[src/sv/nsr_pkg.sv]
// Shared definitions for the Newton square root block: number format, status codes,
// the control word layout and the microprogram ROM.
// No dependencies; every other file of the block uses this package.
package nsr_pkg;

  // Number format: unsigned fixed point, DATA_WIDTH bits in all, FRAC_BITS of them fraction.
  localparam int DATA_WIDTH = 32;
  localparam int FRAC_BITS  = 16;

  // The divider retires one quotient bit per cycle.
  localparam int DIV_STEPS = DATA_WIDTH + FRAC_BITS;
  localparam int DIV_CW    = $clog2(DIV_STEPS + 1);

  // One is only representable when the fraction leaves room for an integer bit.
  localparam bit ONE_FITS = FRAC_BITS < DATA_WIDTH;
  localparam logic [DATA_WIDTH-1:0] ONE_VAL = ONE_FITS ? (DATA_WIDTH'(1) << FRAC_BITS) : '0;

  // Configuration registers.
  localparam int ITER_W   = 8;
  localparam int TOL_W    = 16;
  localparam int CFG_W    = 16;
  localparam int CFG_IDX_W = 1;
  localparam logic [CFG_IDX_W-1:0] REG_MAX_ITER  = 1'd0;
  localparam logic [CFG_IDX_W-1:0] REG_TOLERANCE = 1'd1;
  localparam logic [ITER_W-1:0] MAX_ITER_RESET  = 8'd20;
  localparam logic [TOL_W-1:0]  TOLERANCE_RESET = 16'd2;

  typedef enum logic [1:0] {
    ST_CONVERGED    = 2'd0,
    ST_BAD_RADICAND = 2'd1,
    ST_ZERO_LIMIT   = 2'd2,
    ST_NO_CONVERGE  = 2'd3
  } status_e;

  // Datapath action of one microcode step.
  typedef enum logic [2:0] {
    ACT_NONE,
    ACT_LOAD,
    ACT_INIT,
    ACT_DIV,
    ACT_AVG,
    ACT_ADVANCE,
    ACT_EMIT
  } act_e;

  // Jump condition of one microcode step; the jump is taken when it holds.
  typedef enum logic [2:0] {
    CND_NEVER,
    CND_ALWAYS,
    CND_NO_START,
    CND_BAD_RADICAND,
    CND_ZERO_LIMIT,
    CND_DIV_BUSY,
    CND_CONVERGED,
    CND_AT_LIMIT
  } cond_e;

  localparam int PC_W = 4;
  typedef logic [PC_W-1:0] pc_t;

  // Microprogram addresses.
  localparam pc_t PC_IDLE     = 4'd0;
  localparam pc_t PC_CHK_RAD  = 4'd1;
  localparam pc_t PC_CHK_LIM  = 4'd2;
  localparam pc_t PC_DIV_GO   = 4'd3;
  localparam pc_t PC_DIV_WAIT = 4'd4;
  localparam pc_t PC_AVG      = 4'd5;
  localparam pc_t PC_TEST     = 4'd6;
  localparam pc_t PC_ADVANCE  = 4'd7;
  localparam pc_t PC_LOOP     = 4'd8;
  localparam pc_t PC_DONE_OK  = 4'd9;
  localparam pc_t PC_DONE_NC  = 4'd10;
  localparam pc_t PC_ERR_RAD  = 4'd11;
  localparam pc_t PC_ERR_LIM  = 4'd12;

  typedef struct packed {
    act_e    act;
    cond_e   cond;
    pc_t     target;
    status_e status;
  } ctrl_t;

  // Condition flags reported by the datapath.
  typedef struct packed {
    logic start;
    logic bad_radicand;
    logic zero_limit;
    logic div_busy;
    logic converged;
    logic at_limit;
  } flags_t;

  // Microprogram ROM.
  function automatic ctrl_t ucode_rom(input pc_t pc);
    ctrl_t w;
    w = '{act: ACT_NONE, cond: CND_ALWAYS, target: PC_IDLE, status: ST_CONVERGED};
    unique case (pc)
      PC_IDLE:     w = '{ACT_LOAD,    CND_NO_START,     PC_IDLE,     ST_CONVERGED};
      PC_CHK_RAD:  w = '{ACT_INIT,    CND_BAD_RADICAND, PC_ERR_RAD,  ST_CONVERGED};
      PC_CHK_LIM:  w = '{ACT_NONE,    CND_ZERO_LIMIT,   PC_ERR_LIM,  ST_CONVERGED};
      PC_DIV_GO:   w = '{ACT_DIV,     CND_NEVER,        PC_IDLE,     ST_CONVERGED};
      PC_DIV_WAIT: w = '{ACT_NONE,    CND_DIV_BUSY,     PC_DIV_WAIT, ST_CONVERGED};
      PC_AVG:      w = '{ACT_AVG,     CND_NEVER,        PC_IDLE,     ST_CONVERGED};
      PC_TEST:     w = '{ACT_NONE,    CND_CONVERGED,    PC_DONE_OK,  ST_CONVERGED};
      PC_ADVANCE:  w = '{ACT_ADVANCE, CND_AT_LIMIT,     PC_DONE_NC,  ST_CONVERGED};
      PC_LOOP:     w = '{ACT_NONE,    CND_ALWAYS,       PC_DIV_GO,   ST_CONVERGED};
      PC_DONE_OK:  w = '{ACT_EMIT,    CND_ALWAYS,       PC_IDLE,     ST_CONVERGED};
      PC_DONE_NC:  w = '{ACT_EMIT,    CND_ALWAYS,       PC_IDLE,     ST_NO_CONVERGE};
      PC_ERR_RAD:  w = '{ACT_EMIT,    CND_ALWAYS,       PC_IDLE,     ST_BAD_RADICAND};
      PC_ERR_LIM:  w = '{ACT_EMIT,    CND_ALWAYS,       PC_IDLE,     ST_ZERO_LIMIT};
      default:     w = '{ACT_NONE,    CND_ALWAYS,       PC_IDLE,     ST_CONVERGED};
    endcase
    return w;
  endfunction

endpackage

[src/sv/nsr_divider.sv]
// Bit-serial restoring divider: (num << FRAC_BITS) / den, saturated to DATA_WIDTH bits.
// Depends on nsr_pkg for the number format.
module nsr_divider (
  input  logic                             clk_i,
  input  logic                             rst_ni,
  input  logic                             start_i,
  input  logic [nsr_pkg::DATA_WIDTH-1:0]   num_i,
  input  logic [nsr_pkg::DATA_WIDTH-1:0]   den_i,
  output logic                             busy_o,
  output logic [nsr_pkg::DATA_WIDTH-1:0]   quot_o
);

  localparam int DW = nsr_pkg::DATA_WIDTH;

  logic [nsr_pkg::DIV_CW-1:0] cnt_q, cnt_d;
  logic [DW-1:0] rem_q, rem_d;
  logic [DW-1:0] num_q, num_d;
  logic [DW-1:0] den_q, den_d;
  logic [DW-1:0] quo_q, quo_d;
  logic          sat_q, sat_d;
  logic [DW:0]   rem_sh;
  logic [DW:0]   rem_sub;
  logic          fits;

  // One restoring step: bring in the next dividend bit, then try the subtraction.
  // After the integer bits run out the shift line feeds zeros for the fraction.
  always_comb begin
    rem_sh  = {rem_q, num_q[DW-1]};
    rem_sub = rem_sh - {1'b0, den_q};
    fits    = rem_sh >= {1'b0, den_q};
  end

  always_comb begin
    cnt_d = cnt_q;
    rem_d = rem_q;
    num_d = num_q;
    den_d = den_q;
    quo_d = quo_q;
    sat_d = sat_q;
    if (start_i) begin
      cnt_d = nsr_pkg::DIV_CW'(nsr_pkg::DIV_STEPS);
      rem_d = '0;
      num_d = num_i;
      den_d = den_i;
      quo_d = '0;
      sat_d = 1'b0;
    end else if (busy_o) begin
      cnt_d = cnt_q - 1'b1;
      rem_d = fits ? rem_sub[DW-1:0] : rem_sh[DW-1:0];
      num_d = {num_q[DW-2:0], 1'b0};
      quo_d = {quo_q[DW-2:0], fits};
      // A bit shifted out of the top means the quotient does not fit.
      sat_d = sat_q | quo_q[DW-1];
    end
  end

  always_ff @(posedge clk_i or negedge rst_ni) begin
    if (!rst_ni) begin
      cnt_q <= '0;
    end else begin
      cnt_q <= cnt_d;
    end
  end

  always_ff @(posedge clk_i) begin
    rem_q <= rem_d;
    num_q <= num_d;
    den_q <= den_d;
    quo_q <= quo_d;
    sat_q <= sat_d;
  end

  assign busy_o = cnt_q != '0;
  // A zero divisor always sets every quotient bit and so saturates as well.
  assign quot_o = sat_q ? '1 : quo_q;

endmodule

[src/sv/nsr_sequencer.sv]
// Microcode sequencer: step counter, ROM lookup and conditional jumps.
// Depends on nsr_pkg for the control word, the flags and the microprogram.
module nsr_sequencer (
  input  logic            clk_i,
  input  logic            rst_ni,
  input  nsr_pkg::flags_t flags_i,
  output nsr_pkg::ctrl_t  ctrl_o,
  output logic            idle_o
);

  nsr_pkg::pc_t pc_q, pc_d;
  logic         take;

  assign ctrl_o = nsr_pkg::ucode_rom(pc_q);
  assign idle_o = pc_q == nsr_pkg::PC_IDLE;

  // Pick the jump condition of the current step.
  always_comb begin
    unique case (ctrl_o.cond)
      nsr_pkg::CND_NEVER:        take = 1'b0;
      nsr_pkg::CND_ALWAYS:       take = 1'b1;
      nsr_pkg::CND_NO_START:     take = !flags_i.start;
      nsr_pkg::CND_BAD_RADICAND: take = flags_i.bad_radicand;
      nsr_pkg::CND_ZERO_LIMIT:   take = flags_i.zero_limit;
      nsr_pkg::CND_DIV_BUSY:     take = flags_i.div_busy;
      nsr_pkg::CND_CONVERGED:    take = flags_i.converged;
      nsr_pkg::CND_AT_LIMIT:     take = flags_i.at_limit;
      default:                   take = 1'b1;
    endcase
    pc_d = take ? ctrl_o.target : pc_q + 1'b1;
  end

  always_ff @(posedge clk_i or negedge rst_ni) begin
    if (!rst_ni) begin
      pc_q <= nsr_pkg::PC_IDLE;
    end else begin
      pc_q <= pc_d;
    end
  end

endmodule

[src/sv/newton_square_root.sv]
// Top level of the Newton square root block: datapath, configuration registers,
// sequencer and divider. Depends on nsr_pkg, nsr_sequencer and nsr_divider.
//
// Newton-Raphson square root of an unsigned Q16.16 radicand. A request is taken when
// start_i is high and busy_o is low; exactly one result follows, shown for one cycle
// with done_o high, and the receiver must take it then since the block cannot hold it.
// A radicand not above one or a zero iteration limit is reported without running the divider.
// Otherwise each Newton step runs the bit-serial divider, which forms s / p0 one
// quotient bit per cycle. One request is worked at a time; busy_o drops in the cycle
// the result is shown, so the next request may come at once. Configuration is written
// through cfg_we_i, and the user must do so only while the block is idle; the block
// does not enforce this.
module newton_square_root (
  input  logic                            clk_i,
  input  logic                            rst_ni,
  input  logic                            start_i,
  output logic                            busy_o,
  input  logic [nsr_pkg::DATA_WIDTH-1:0]  radicand_i,
  input  logic                            cfg_we_i,
  input  logic [nsr_pkg::CFG_IDX_W-1:0]   cfg_index_i,
  input  logic [nsr_pkg::CFG_W-1:0]       cfg_data_i,
  output logic                            done_o,
  output logic [nsr_pkg::DATA_WIDTH-1:0]  root_o,
  output logic [1:0]                      status_o,
  output logic [nsr_pkg::ITER_W-1:0]      steps_used_o
);

  localparam int DW = nsr_pkg::DATA_WIDTH;

  nsr_pkg::ctrl_t  ctrl;
  nsr_pkg::flags_t flags;
  logic            idle;
  logic            div_busy;
  logic [DW-1:0]   quot;

  logic [nsr_pkg::ITER_W-1:0] max_iter_q;
  logic [nsr_pkg::TOL_W-1:0]  tol_q;

  logic [DW-1:0] s_q, s_d;
  logic [DW-1:0] p0_q, p0_d;
  logic [DW-1:0] p_q, p_d;
  logic [nsr_pkg::ITER_W-1:0] n_q, n_d;
  logic [DW-1:0] root_q, root_d;
  nsr_pkg::status_e status_q, status_d;
  logic [nsr_pkg::ITER_W-1:0] steps_q, steps_d;
  logic done_q, done_d;

  logic [DW-1:0] p_start;
  logic [DW-1:0] p_avg;
  logic [DW-1:0] diff;

  // Configuration registers.
  always_ff @(posedge clk_i or negedge rst_ni) begin
    if (!rst_ni) begin
      max_iter_q <= nsr_pkg::MAX_ITER_RESET;
      tol_q      <= nsr_pkg::TOLERANCE_RESET;
    end else if (cfg_we_i) begin
      unique case (cfg_index_i)
        nsr_pkg::REG_MAX_ITER:  max_iter_q <= cfg_data_i[nsr_pkg::ITER_W-1:0];
        nsr_pkg::REG_TOLERANCE: tol_q      <= cfg_data_i[nsr_pkg::TOL_W-1:0];
        default: ;
      endcase
    end
  end

  // Arithmetic of the datapath. Halved terms keep every sum inside DATA_WIDTH bits.
  always_comb begin
    p_start = (s_q >> 1) + (nsr_pkg::ONE_VAL >> 1);
    p_avg   = (p0_q >> 1) + (quot >> 1) + DW'(p0_q[0] & quot[0]);
    diff    = (p_q >= p0_q) ? (p_q - p0_q) : (p0_q - p_q);
  end

  // Condition flags for the sequencer.
  always_comb begin
    flags.start        = start_i;
    flags.bad_radicand = !nsr_pkg::ONE_FITS || (s_q <= nsr_pkg::ONE_VAL);
    flags.zero_limit   = max_iter_q == '0;
    flags.div_busy     = div_busy;
    flags.converged    = diff < DW'(tol_q);
    flags.at_limit     = n_q == max_iter_q;
  end

  // Register updates driven by the current control word.
  always_comb begin
    s_d      = s_q;
    p0_d     = p0_q;
    p_d      = p_q;
    n_d      = n_q;
    root_d   = root_q;
    status_d = status_q;
    steps_d  = steps_q;
    done_d   = 1'b0;
    unique case (ctrl.act)
      nsr_pkg::ACT_NONE: ;
      nsr_pkg::ACT_LOAD: s_d = radicand_i;
      nsr_pkg::ACT_INIT: begin
        p0_d = p_start;
        n_d  = '0;
      end
      nsr_pkg::ACT_DIV:     n_d  = n_q + 1'b1;
      nsr_pkg::ACT_AVG:     p_d  = p_avg;
      nsr_pkg::ACT_ADVANCE: p0_d = p_q;
      nsr_pkg::ACT_EMIT: begin
        done_d   = 1'b1;
        status_d = ctrl.status;
        unique case (ctrl.status)
          nsr_pkg::ST_CONVERGED: begin
            root_d  = p_q;
            steps_d = n_q;
          end
          nsr_pkg::ST_NO_CONVERGE: begin
            root_d  = '0;
            steps_d = max_iter_q;
          end
          default: begin
            root_d  = '0;
            steps_d = '0;
          end
        endcase
      end
      default: ;
    endcase
  end

  always_ff @(posedge clk_i or negedge rst_ni) begin
    if (!rst_ni) begin
      done_q <= 1'b0;
    end else begin
      done_q <= done_d;
    end
  end

  always_ff @(posedge clk_i) begin
    s_q      <= s_d;
    p0_q     <= p0_d;
    p_q      <= p_d;
    n_q      <= n_d;
    root_q   <= root_d;
    status_q <= status_d;
    steps_q  <= steps_d;
  end

  nsr_sequencer u_sequencer (
    .clk_i   (clk_i),
    .rst_ni  (rst_ni),
    .flags_i (flags),
    .ctrl_o  (ctrl),
    .idle_o  (idle)
  );

  nsr_divider u_divider (
    .clk_i   (clk_i),
    .rst_ni  (rst_ni),
    .start_i (ctrl.act == nsr_pkg::ACT_DIV),
    .num_i   (s_q),
    .den_i   (p0_q),
    .busy_o  (div_busy),
    .quot_o  (quot)
  );

  assign busy_o       = !idle;
  assign done_o       = done_q;
  assign root_o       = root_q;
  assign status_o     = status_q;
  assign steps_used_o = steps_q;

endmodule
[config.mk]
export PLATFORM = sky130hd
export DESIGN_NAME = newton_square_root
export DESIGN_NICKNAME = d
export VERILOG_FILES = /design/src/sv/nsr_pkg.sv /design/src/sv/nsr_divider.sv /design/src/sv/nsr_sequencer.sv /design/src/sv/newton_square_root.sv
export SDC_FILE = /design/constraint.sdc
export NUM_CORES = 1
export LEC_CHECK = 0
export BUFFER_PORTS_ARGS = -buffer_cell sky130_fd_sc_hd__clkbuf_2
export CELL_PAD_IN_SITES_DETAIL_PLACEMENT = 1
export CELL_PAD_IN_SITES_GLOBAL_PLACEMENT = 1
export CORE_MARGIN = 2
export CORE_UTILIZATION = 30
export DETAILED_ROUTE_END_ITERATION = 8
export GPL_ROUTABILITY_DRIVEN = 0
export PLACE_DENSITY_LB_ADDON = 0.1
export SKIP_CTS_REPAIR_TIMING = 1
export SLEW_MARGIN = 15
export SYNTH_ARGS = -nofsm -noshare
export SYNTH_HDL_FRONTEND = slang
export SYNTH_SLANG_ARGS = --single-unit
[constraint.sdc]
create_clock -name clk_i -period 5.4 [get_ports clk_i]
set_input_delay 1.08 -clock clk_i [delete_from_list [all_inputs] [get_ports clk_i]]
set_output_delay 1.08 -clock clk_i [all_outputs]
set_load 0.02 [all_outputs]
==> results.ini, run 1 <==
[cts]
clk_pin_slew_ps = 60
cts_tree = yes
clock_path_buffers = 3
worstSkewPairLatency_ps = 570
cts_buffers = 42
root_buffer = clkbuf_16
clock_sinks = 310
h-tree-depth = 2

[routing]
dr.pass1.iters = 5
routed_wl_um = 62860
drc = 0
ant_nets = 0
drt-wirelength-per-cell_um = 20.52
vias = 15458
vias_per_cell = 5.045
drtIter0Drc = 763

[final_layout]
fin_cells = 3064
fin_util = 0.3539
area_growth_pct = 16.78
layout-drive-gt1-share = 0.1557
nFillCells = 7362
fin_nets = 2388
num_antenna_cells = 0

[place]
place_ws_ps = -40.27
dp.cells = 2984
dp_hpwl_um = 48230
port_buffers = 96

[pwr]
ir_drop_v = 0.0002823
p_per_area_nw_per_um2 = 717.0
p_leak_nw = 9.840
power_w = 0.01633

[yosys]
synth_warnings = 0
ys.flop_type = edfxtp_1
synthesis.area_um2 = 19500
async_flop_share = 0.1129
synth_seq_cells = 310
synthCells = 2048
synth_cell_types = 85
synth_edf_count = 210
syn_nets = 2259
syn_area_per_cell_um2 = 9.523
ys_seq_area_frac = 0.4351

[floorplan]
rows = 93
chipWidth_um = 259.0
core_area_um2 = 64350
initial_core_util = 0.3031
die-area_um2 = 67070
dieHeight_um = 259.0
ios = 97

[timing]
maxSlewViolCount = 0
grt_setup_unrepaired = yes
holdWs_ps = 467.7
fin_skew_ps = 13.89
layout_setup_ws_ps = 114.3
hold_violations = 0
min_period_ps = 5286
relSlewSlack = 0.2060
worstMarginPinSlew_ps = 1191
clock.fmax_ghz = 0.1892
setup_violations = 0
finalCritPeriodShare = 0.9788

[flow_run]
cap_violations = 0

[worst_setup_path]
startpoint_type = register
crit_type = reg2reg
critPathArrivalTime_ps = 5760
crit_required_ps = 5880
r2r_cells = 25
critPathMostFrequentCell = a21o_1
cp-end-kind = register
worst_path_largest_cell_delay_ps = 420
crit_fanout = 4
cpMaxStageDelayCell = edfxtp_1

[grt]
grt_max_degree = 67
grt_pass1_vias = 16417
grt_overflow = 0
antenna_found_initial = 2
grt_pass1_wl_um = 97370
track_usage = 0.1876

[hold_path]
hold_path_class = reg2reg
min_path_cells = 2

[run_status]
status = complete, no violations

==> final cells by class <==
type | instances | area, um^2 | share of cell area
clock inverter | 18 | 203.9 | 0.008955
sequential | 310 | 8487 | 0.3726
inverter | 158 | 594.3 | 0.02609
clock buffer | 58 | 1162 | 0.05104
multi-input combinational | 1492 | 10180 | 0.4471
timing repair buffer | 173 | 1075 | 0.04719
tap | 855 | 1070 | 0.04697
==> logic make-up (layout without fill, tap and decap cells) <==
group,after synthesis,after routing,share of synthesized area
xor gates and xnor gates,113,113,0.05074
buffers and inverters,246,407,0.04959
adders and majority gates,158,158,0.1033
AOI/OAI and AO/OA,544,544,0.1758
muxes,68,68,0.03740
and+or+nand+nor,609,609,0.1481
DFF,310,310,0.4351
==> critical path, delay by kind of cell (launching register included) <==
kind / cells / cell delay, ps
XOR/XNOR: 1 / 140
buffers and inverters: 2 / 140
multiplexers: 1 / 220
flip-flops: 1 / 420
AO/OA/AOI/OAI: 13 / 2370
adder cells (fa/ha/maj): 3 / 780
AND/OR/NAND/NOR: 5 / 1140
==> sequential cells by signal, indices dropped and copies added, names as in the netlist, 2 cells and up <==
register,cells
max_iter_q,8
n_q,8
p0_q,32
p_q,32
root_o,32
s_q,32
status_o,2
steps_used_o,8
tol_q,16
u_divider.cnt_q,6
u_divider.den_q,32
u_divider.num_q,32
u_divider.quo_q,32
u_divider.rem_q,32
u_sequencer.pc_q,4
==> worst paths after layout <==
path                                     startpoint                   to  slack [ps]
worst max-delay path                         p_q[0]  u_sequencer.pc_q[3]         110
worst min-delay path            u_divider.quo_q[20]  u_divider.quo_q[21]         470
worst max register to register               p_q[0]  u_sequencer.pc_q[3]         110
worst min register to register  u_divider.quo_q[20]  u_divider.quo_q[21]         470
max in group asynchronous                    rst_ni  u_sequencer.pc_q[0]        4090
min in group asynchronous                    rst_ni               done_o         680
==> metal layers <==
layer | part of all wire | GRT usage | vias to the layer above
li1 | - | - | 7539
met1 | 0.49 | 0.2563 | 7676
met2 | 0.47 | 0.3160 | 182
met3 | 0.026 | 0.02314 | 61
met4 | 0.019 | 0.04319 | 0
met5 | 0 | 0 | -
==> Yosys cell counts (all sizes together) (26+ instances only) <==
cell    number  area [um^2]
xnor2       75        656.9
and2        39        244.0
mux2        26        292.8
a21oi      182        910.9
o21ai      130        661.9
nand2      249        934.7
inv        157        589.3
dfrtp       32        800.8
xor2        38        332.8
nor2       105        396.6
a21o        68        510.5
clkbuf      67        251.5
nand3       40        200.2
nor3        35        175.2
or2         36        225.2
ha         153         1914
mux2i       41        414.1
dfxtp       65         1301
edfxtp     210         6306
==> placed cells by master (no fill, tap or decap), types with 18 or more instances in the layout <==
cell type  instances
ha_1             151
xnor2_1           75
dfxtp_1           65
and2_1            39
edfxtp_1         210
mux2i_1           40
xor2_1            38
clkbuf_16         43
nor3_1            31
dfrtp_1           32
nand4_1           19
a21oi_1          178
buf_4             75
o21bai_1          22
mux2_2            25
a21o_1            68
o21ai_0          117
nand3_1           39
nor2_1           103
or2_2             35
clkbuf_2          96
and3_1            18
inv_1            153
nand2_1          249
==> power breakdown <==
group	switching, W	internal [W]
Sequential	0.000646	0.00379
Combinational	0.00542	0.00368
Clock	0.00109	0.00170
==> per-stage QoR <==
stage / cell area (um^2) / setup TNS [ps]
CTS: 22650 / -250.1
floorplan: 19500 / 0
global placement: 21290 / 0
finish: 22780 / 0
global route: 22780 / -457.3
detailed placement: 21290 / -88.21
(Power assumes the default switching activity.)
==> run 2: changes to the inputs <==
- REMOVE_ABC_BUFFERS: unset -> 1
==> run 2 against run 1 <==
Net effect: critical path type unchanged; die area unchanged; power up 0.97%; clock skew up 25 ps; core utilization about the same; combinational power up 2%.
==> results.ini, run 2 (synthesis results as in run 1) <==
[run_status]
status = complete, no violations

[worst_setup_path]
worst_path_largest_cell_delay_ps = 410
crit_family = compound AO/OA/AOI/OAI gates
crit_required_ps = 5880
cpMaxStageDelayCell = edfxtp_1
cp-end-kind = register
timing.critical_path.buf_inv = 2
critPathArrivalTime_ps = 5780
crit_fanout = 5
crit_type = reg2reg
critPathMostFrequentCell = a21o_1
startpoint_type = register
worstReg2RegStart = p_q[0]
crit_start = p_q[0]

[grt]
grt_max_degree = 58
antenna_found_initial = 9
grt_pass1_wl_um = 100400
grt_pass1_vias = 16563
track_usage = 0.1950
grt_overflow = 0

[floorplan]
ios = 97
rows = 93
dieHeight_um = 259.0
die-area_um2 = 67070
core_area_um2 = 64350
chipWidth_um = 259.0
initial_core_util = 0.3031

[timing]
worstMarginPinSlew_ps = 1147
grt_setup_unrepaired = yes
setup_violations = 0
holdWs_ps = 463.6
layout_setup_ws_ps = 101.4
fin_skew_ps = 38.85
finalCritPeriodShare = 0.9812
relSlewSlack = 0.2354
maxSlewViolCount = 0
min_period_ps = 5299
hold_violations = 0
fin_setup_tns_ps = 0
clock.fmax_ghz = 0.1887

[place]
dp_hpwl_um = 49600
port_buffers = 96
dp.cells = 2987
place_ws_ps = -77.15

[final_layout]
layout_commonest_cell = nand2_1
nFillCells = 7273
regArea_um2 = 8487
area_growth_pct = 16.69
final_cell_mix = 249 x nand2_1, 210 x edfxtp_1, 179 x a21oi_1
fin_nets = 2390
multi_input_area_um2 = 10150
layout-drive-gt1-share = 0.1560
num_antenna_cells = 0
fin_cells = 3066

[pwr]
power_w = 0.01649
ir_drop_v = 0.0002581
p_per_area_nw_per_um2 = 724.4
p_leak_nw = 9.847

[cts]
cts_buffers = 41
clock_sinks = 310
clock_path_buffers = 3
root_buffer = clkbuf_16
h-tree-depth = 2
worstSkewPairLatency_ps = 590
clk_pin_slew_ps = 50
cts_tree = yes

[routing]
vias = 15681
routed_wl_um = 65370
drtIter0Drc = 875
vias_per_cell = 5.114
drt-wirelength-per-cell_um = 21.32
ant_nets = 0
dr.pass1.iters = 5
drc = 0

[hold_path]
min_from = u_divider.quo_q[29]
hold_path_class = reg2reg

[flow_run]
cap_violations = 0

-- run 2: cell count changes in the layout (fill, tap and decap cells not counted), moves of 2 or more --
cell | before | now
buf_4 | 75 | 79
clkbuf_8 | 3 | 5
clkbuf_16 | 43 | 41
clkbuf_1 | 12 | 9
-- run 2: stage by stage --
step | cell area [um^2] | utilization
floorplan | 19130 | -
global placement | 21310 | 0.3312
global route | 22760 | 0.3537
CTS | 22680 | 0.3524
detailed placement | 21310 | 0.3312
finish | 22760 | 0.3537
-- run 2: cell type report --
class / instances / area share
Sequential cell: 310 / 0.3729
Multi-Input combinational cell: 1492 / 0.4459
Clock buffer: 55 / 0.04959
Clock inverter: 20 / 0.01045
Timing Repair Buffer: 176 / 0.04805
Tap cell: 855 / 0.04700
Inverter: 158 / 0.02611
-- run 2: layer usage --
metal | GRT usage | wire (um) | vias up | part of all wire
met5 | 0 | 0 | - | 0
met2 | 0.3198 | 30030 | 249 | 0.46
met1 | 0.2716 | 31720 | 7810 | 0.49
met3 | 0.02294 | 2142 | 76 | 0.033
met4 | 0.05202 | 1483 | 0 | 0.023
li1 | - | - | 7546 | -
-- run 2: worst paths after layout --
kind | endpoint | slack [ps] | cells past startpoint
worst max-delay path | u_sequencer.pc_q[3] | 100 | 25
worst min-delay path | u_divider.quo_q[29] | 460 | 2
worst max register to register | u_sequencer.pc_q[3] | 100 | 25
worst min register to register | u_divider.quo_q[29] | 460 | 2
max in group asynchronous | u_divider.cnt_q[1] | 4070 | 1
min in group asynchronous | done_o | 660 | 1
-- run 2: worst reg2reg max path: cells and delay by family (launching register included) --
family | cells | cell delay, ps
flops | 1 | 410
xor+xnor | 1 | 160
mux | 1 | 250
fa+ha+maj | 3 | 850
simple gates | 5 | 1100
compound gates | 13 | 2310
buf+inv | 2 | 140
-- run 2: where the power goes --
part	internal (W)	leakage, nW	switching, W	total (W)
clock network	0.00167	0.668	0.00113	0.00279
logic	0.00368	6.22	0.00555	0.00924
registers	0.00380	2.95	0.000663	0.00446
